$ cat src/rtl/klum_pkg.sv
package klum_pkg;

  // store geometry default
  localparam int DEF_MAX_NODES = 1024;

  // field widths
  localparam int NODE_W      = 10;
  localparam int LABEL_W     = 11;
  localparam int COST_W      = 48;
  localparam int EDGE_COST_W = 32;
  localparam int FUNC_W      = 2;
  localparam int COUNT_W     = 11;
  localparam int IN_DATA_W   = 64;
  localparam int OUT_DATA_W  = 56;

  // label codes and limits
  localparam logic [LABEL_W-1:0] UNASSIGNED     = 11'h7FF;
  localparam logic [LABEL_W-1:0] LABEL_TOP      = 11'd2046;
  localparam logic [COUNT_W-1:0] NODE_COUNT_RST = 11'd1024;
  localparam logic [COST_W-1:0]  COST_MAX       = 48'hFFFF_FFFF_FFFF;

  // item kinds
  localparam logic [FUNC_W-1:0] FUNC_CLEAR  = 2'd0;
  localparam logic [FUNC_W-1:0] FUNC_PRESET = 2'd1;
  localparam logic [FUNC_W-1:0] FUNC_EDGE   = 2'd2;

  // controller to datapath
  typedef struct packed {
    logic load_item;
    logic clear_regs;
    logic sweep_wr;
    logic preset_wr;
    logic rd_a;
    logic rd_b;
    logic cap_la;
    logic decide;
    logic wr_b;
    logic walk_rd;
    logic out_load;
  } cmd_t;

  // datapath to controller
  typedef struct packed {
    logic [FUNC_W-1:0] func;
    logic              edge_ok;
    logic              take;
    logic              both_un;
    logic              la_un;
    logic              lb_un;
    logic              sweep_last;
    logic              walk_empty;
    logic              walk_last;
    logic              out_free;
  } status_t;

endpackage

$ cat src/rtl/klum_ctrl.sv
module klum_ctrl (
  input  logic              clk,
  input  logic              rst,
  input  logic              s_tvalid,
  output logic              s_tready,
  input  klum_pkg::status_t status,
  output klum_pkg::cmd_t    cmd
);

  import klum_pkg::*;

  localparam logic [3:0] ST_INIT     = 4'd0;
  localparam logic [3:0] ST_IDLE     = 4'd1;
  localparam logic [3:0] ST_DISPATCH = 4'd2;
  localparam logic [3:0] ST_CLEAR    = 4'd3;
  localparam logic [3:0] ST_RD_A     = 4'd4;
  localparam logic [3:0] ST_RD_B     = 4'd5;
  localparam logic [3:0] ST_DECIDE   = 4'd6;
  localparam logic [3:0] ST_WR_B     = 4'd7;
  localparam logic [3:0] ST_WALK     = 4'd8;
  localparam logic [3:0] ST_WALK_END = 4'd9;
  localparam logic [3:0] ST_FINISH   = 4'd10;

  logic [3:0] state;
  logic [3:0] state_next;

  // state register, reset starts the clearing pass
  always_ff @(posedge clk) begin
    if (rst) begin
      state <= ST_INIT;
    end else begin
      state <= state_next;
    end
  end

  // next state and commands
  always_comb begin
    cmd        = '0;
    s_tready   = 1'b0;
    state_next = state;
    unique case (state)
      ST_INIT: begin
        cmd.sweep_wr = 1'b1;
        if (status.sweep_last) begin
          state_next = ST_IDLE;
        end
      end
      ST_IDLE: begin
        s_tready = 1'b1;
        if (s_tvalid) begin
          cmd.load_item = 1'b1;
          state_next    = ST_DISPATCH;
        end
      end
      ST_DISPATCH: begin
        unique case (status.func)
          FUNC_CLEAR: begin
            cmd.clear_regs = 1'b1;
            state_next     = ST_CLEAR;
          end
          FUNC_PRESET: begin
            cmd.preset_wr = 1'b1;
            state_next    = ST_FINISH;
          end
          FUNC_EDGE: begin
            state_next = status.edge_ok ? ST_RD_A : ST_FINISH;
          end
          default: begin
            state_next = ST_FINISH;
          end
        endcase
      end
      ST_CLEAR: begin
        cmd.sweep_wr = 1'b1;
        if (status.sweep_last) begin
          state_next = ST_FINISH;
        end
      end
      ST_RD_A: begin
        cmd.rd_a   = 1'b1;
        state_next = ST_RD_B;
      end
      ST_RD_B: begin
        cmd.rd_b   = 1'b1;
        cmd.cap_la = 1'b1;
        state_next = ST_DECIDE;
      end
      ST_DECIDE: begin
        cmd.decide = 1'b1;
        if (!status.take) begin
          state_next = ST_FINISH;
        end else if (status.both_un) begin
          state_next = ST_WR_B;
        end else if (status.la_un || status.lb_un) begin
          state_next = ST_FINISH;
        end else if (status.walk_empty) begin
          state_next = ST_FINISH;
        end else begin
          state_next = ST_WALK;
        end
      end
      ST_WR_B: begin
        cmd.wr_b   = 1'b1;
        state_next = ST_FINISH;
      end
      ST_WALK: begin
        cmd.walk_rd = 1'b1;
        if (status.walk_last) begin
          state_next = ST_WALK_END;
        end
      end
      ST_WALK_END: begin
        state_next = ST_FINISH;
      end
      ST_FINISH: begin
        if (status.out_free) begin
          cmd.out_load = 1'b1;
          state_next   = ST_IDLE;
        end
      end
      default: begin
        state_next = ST_IDLE;
      end
    endcase
  end

endmodule

$ cat config.mk
export PLATFORM = sky130hd
export DESIGN_NAME = klum_ctrl
export DESIGN_NICKNAME = d
export VERILOG_FILES = /design/src/rtl/klum_pkg.sv /design/src/rtl/klum_ctrl.sv
export SDC_FILE = /design/constraint.sdc
export NUM_CORES = 1
export LEC_CHECK = 0
export BUFFER_PORTS_ARGS = -buffer_cell sky130_fd_sc_hd__buf_2
export CORE_AREA = 2 2 39 41
export CTS_BUF_LIST = sky130_fd_sc_hd__clkbuf_8
export CTS_CLUSTER_DIAMETER = 50
export DETAILED_ROUTE_END_ITERATION = 8
export DIE_AREA = 0 0 41 43
export GPL_ROUTABILITY_DRIVEN = 1
export PLACE_DENSITY = 0.64
export SLEW_MARGIN = 10
export SYNTH_ARGS = -nofsm -noshare
export SYNTH_HDL_FRONTEND = slang
export SYNTH_SLANG_ARGS = --single-unit
$ cat constraint.sdc
create_clock -name clk -period 3.2 [get_ports clk]
set_clock_uncertainty 0.05 [all_clocks]
set_input_delay 0.16 -clock clk [delete_from_list [all_inputs] [get_ports clk]]
set_output_delay 0.16 -clock clk [all_outputs]
set_load 0.05 [all_outputs]
# Yosys cells after proc, flatten, opt, wreduce, memory -nomap -nowiden
# Index checks and enable logic that the tools add are counted.
# op_classes
eq_ne	17
n_reduce_logical	6
n_mux	27
# ops
cell	count
$pmux W4 S10	1
$mux W4	9
$eq A4 B3 Y1 const B	4
$mux W1	14
$eq A4 B4 Y1 const B	3
$ne A2 B2 Y1 const B	5
$eq A4 B2 Y1 const B	2
$pmux W4 S2	1
$reduce_and A5 Y1	1
$eq A4 B1 Y1 const B	1
$logic_not A4 Y1	1
$mux W2	2
$reduce_or A2 Y1	2
$eq A2 B1 Y1 const B	1
$eq A2 B2 Y1 const B	1
$logic_not A2 Y1	1
$logic_or A1 B1 Y1	1
# totals
in_bits	14
output_inout_bits	12
register_bits	4

# Logic depth before layout (Yosys ltp)
# logic_depth
word_depth	5
ltp_mapped	5

# Least setup slack after synthesis
# OpenSTA, ideal clock, no wires.
# synth_path
kind	reg-to-output
from	reg state[0]
to	out cmd[7] (netlist name)
stages_incl_launch_ff	4
path_slack_ns	0.633
t_arrival_ns	2.357
path_buffers	1
path_cell_list	dfxtp_1 > buf_6 > or2_1 > nor4b_1
# synth_lines
item	line	source
start, declared	klum_ctrl.sv:24	logic [3:0] state;
start signal, assigned	klum_ctrl.sv:32	state <= state_next;
end, declared	klum_ctrl.sv:7	output klum_pkg::cmd_t cmd

==> flow_summary.toml <==
[detailed_routing]
vias_per_cell = 5.40
ant_nets = 0
avgRoutedWirePerCell_microns = 11.6
drc = 0
totalWireLength_microns = 1160
drt_iter0_markers = 8
vias = 540
first_pass_iters = 4

[cts]
root_buffer = "clkbuf_8"
clkLatencyLatePin_ns = 0.22
hold_buffers = 0
cts_buffers = 3
cts_resized = 0
clock-sinks = 4
cts_tree = "built"
post-cts-setup-buffers = 0
path_clk_slew_ns = 0.03
cts_max_level = 1
cts_buffer_depth = 2

[global_route]
grt_pass1_wl_microns = 1730
antenna_found_initial = 0
grt_pass1_vias = 445
grt_use_total_pct = 14.6
grt_max_degree = 17
grt_overflow = 0

[critical_path]
worstSetupPathType = "reg -> out"
end_kind = "primary output"
reg2regPathDepth = 4
worst_path_dominant_cell_family = "flip-flops"
r2r-start = "state[1]"
critPathLaunch = "state[1]"
cp-start-kind = "register"
max_stage_delay_ns = 0.57
critPathBufInv = 1
worst_r2r_endpoint = "state[0]"
path_depth = 3
worstPathCellList = "or2b_1, nor4b_1, buf_2"
worstPathArrival_ns = 1.66
cp.required_ns = 2.99
crit_slowest_cell = "dfxtp_1"
crit_end = "cmd[7]"
cp_max_fo = 14
r2r_slack_ns = 1.38

[sta]
worst_slack_ns = 1.33
tns_ns = 0
period_share_pct = 58.4
slew_violations = 0
setup_viol = 0
hold-worst-slack_ns = 0.122
hold_violations = 0
clock.fmax_mhz = 535
min_period_ns = 1.87
worstMarginPinSlew_ns = 0.666
relSlewSlack_pct = 54.5
rsz0062_at_grt = "no"

[synth]
postSynthCellCount = 61
yosys.area.top_type = "dfxtp_1"
synth_area_leaders = "dfxtp_1, nor3_1, or4b_1"
post_synth_num_cell_types = 35
avgSynthCellArea_sq_um = 7.49
syn_nets = 75
netlist_area_sq_um = 457
ys_ff_latch = 4
yosysSeqAreaShare_pct = 17.5
synth_warnings = 0
synth_top_area_share_pct = 17.5

[placed_design]
place_area_sq_um = 568
hpwl_microns = 923
place_inst = 97
dp_slack_ns = 1.39
io_buffers = 25
gp_congestion = 0.696

[min_path]
hp-start = "rst"
hp-class = "in -> reg"

[floorplanning]
pin_count = 26
die_h_microns = 43
die_w_microns = 41
start_util_pct = 33.0
core_sq_um = 1380
dieArea_sq_um = 1760
rows = 14

[finish]
finalNetCount = 100
syn_to_final_growth_pct = 33.4
largest_reg_flops = 4
drive_above_1_share_pct = 36.9
largestRegisters = "state x4"
final_util_pct = 44.0
stdcell_area_sq_um = 609
antenna_cells = 0
top_register = "state"
layoutNonFillerInstCount = 100

[pwr]
p_per_area_nw_per_um2 = 472
p_total_mw = 0.287
p_leak_nw = 0.267
peakVddDrop_mv = 0.216

[run_status]
status = "finished, final reports clean"

[flow_run]
cap_violations = 0
logic make-up after synthesis:
kind of cell              after synthesis  synth area share [%]
AOI/OAI and AO/OA                      14                  23.8
xor gates and xnor gates                1                  1.92
buffers and inverters                   8                  9.86
DFF                                     4                  17.5
muxes                                   1                  2.47
and+or+nand+nor                        33                  44.4
final cells by class:
cell class	count	area (sq um)
clock buffer	3	41.3
fill	157	774
inverter	3	11.3
multi-input combinational	49	332
sequential	4	80.1
tap	16	20.0
timing repair buffer	25	125
Yosys cell counts:
| master | n |
|---|---|
| a21boi_0 | 1 |
| or2b_1 | 1 |
| or4b_1 | 2 |
| o211ai_1 | 1 |
| nand2b_1 | 3 |
| a211oi_1 | 1 |
| and2_1 | 1 |
| buf_4 | 1 |
| a32oi_1 | 1 |
| o32ai_2 | 1 |
| or3_1 | 3 |
| a2111oi_0 | 1 |
| nor4bb_1 | 1 |
| or2_1 | 1 |
| a21oi_1 | 1 |
| nand2_1 | 3 |
| dfxtp_1 | 4 |
| mux2_2 | 1 |
| nor3_1 | 6 |
| nand3b_1 | 1 |
| a221oi_1 | 1 |
| o21a_1 | 1 |
| nor2b_1 | 3 |
| xor2_1 | 1 |
| a31o_1 | 1 |
| a22oi_1 | 1 |
| inv_1 | 3 |
| buf_6 | 1 |
| o21ai_0 | 2 |
| buf_2 | 3 |
| nor4_2 | 1 |
| nor2_1 | 5 |
| nor4b_1 | 1 |
| nor3b_1 | 1 |
| o21ai_1 | 1 |
power breakdown:
group          internal, mW  leakage (nW)  switching, mW
Clock                0.0801        0.0216         0.0250
Sequential           0.0554        0.0326         0.0125
Combinational        0.0387         0.213         0.0758
Total                 0.174         0.267          0.113
layer usage:
metal  vias up  global-route usage (%)  part of all wire, %
met5         -                       0                    0
met1       231                    16.7                   41
met3         3                    1.57                  9.4
li1        276                       -                    -
met4         0                    10.0                  1.8
met2        30                    23.4                   47
placed cells by master, fill, tap and decap left out, types with 2 or more instances in the layout:
cell type,Yosys,routed
buf_2,3,25
nor3_1,6,6
nor2_1,5,5
dfxtp_1,4,4
nand2b_1,3,3
nand2_1,3,3
inv_1,3,3
or3_1,3,3
nor2b_1,3,3
clkbuf_8,0,3
o21ai_0,2,2
or4b_1,2,2
worst min-delay path by stage:
stage,slack [ns],to,depth (start not counted)
2_1_floorplan,0.18,state[3],1
3_3_place_gp,0.34,state[3],2
3_5_place_dp,0.34,state[2],2
4_1_cts,0.11,state[2],2
5_1_grt,0.12,state[2],2
6_report,0.12,state[2],2
Note: power is estimated with default switching activity, not from simulation.
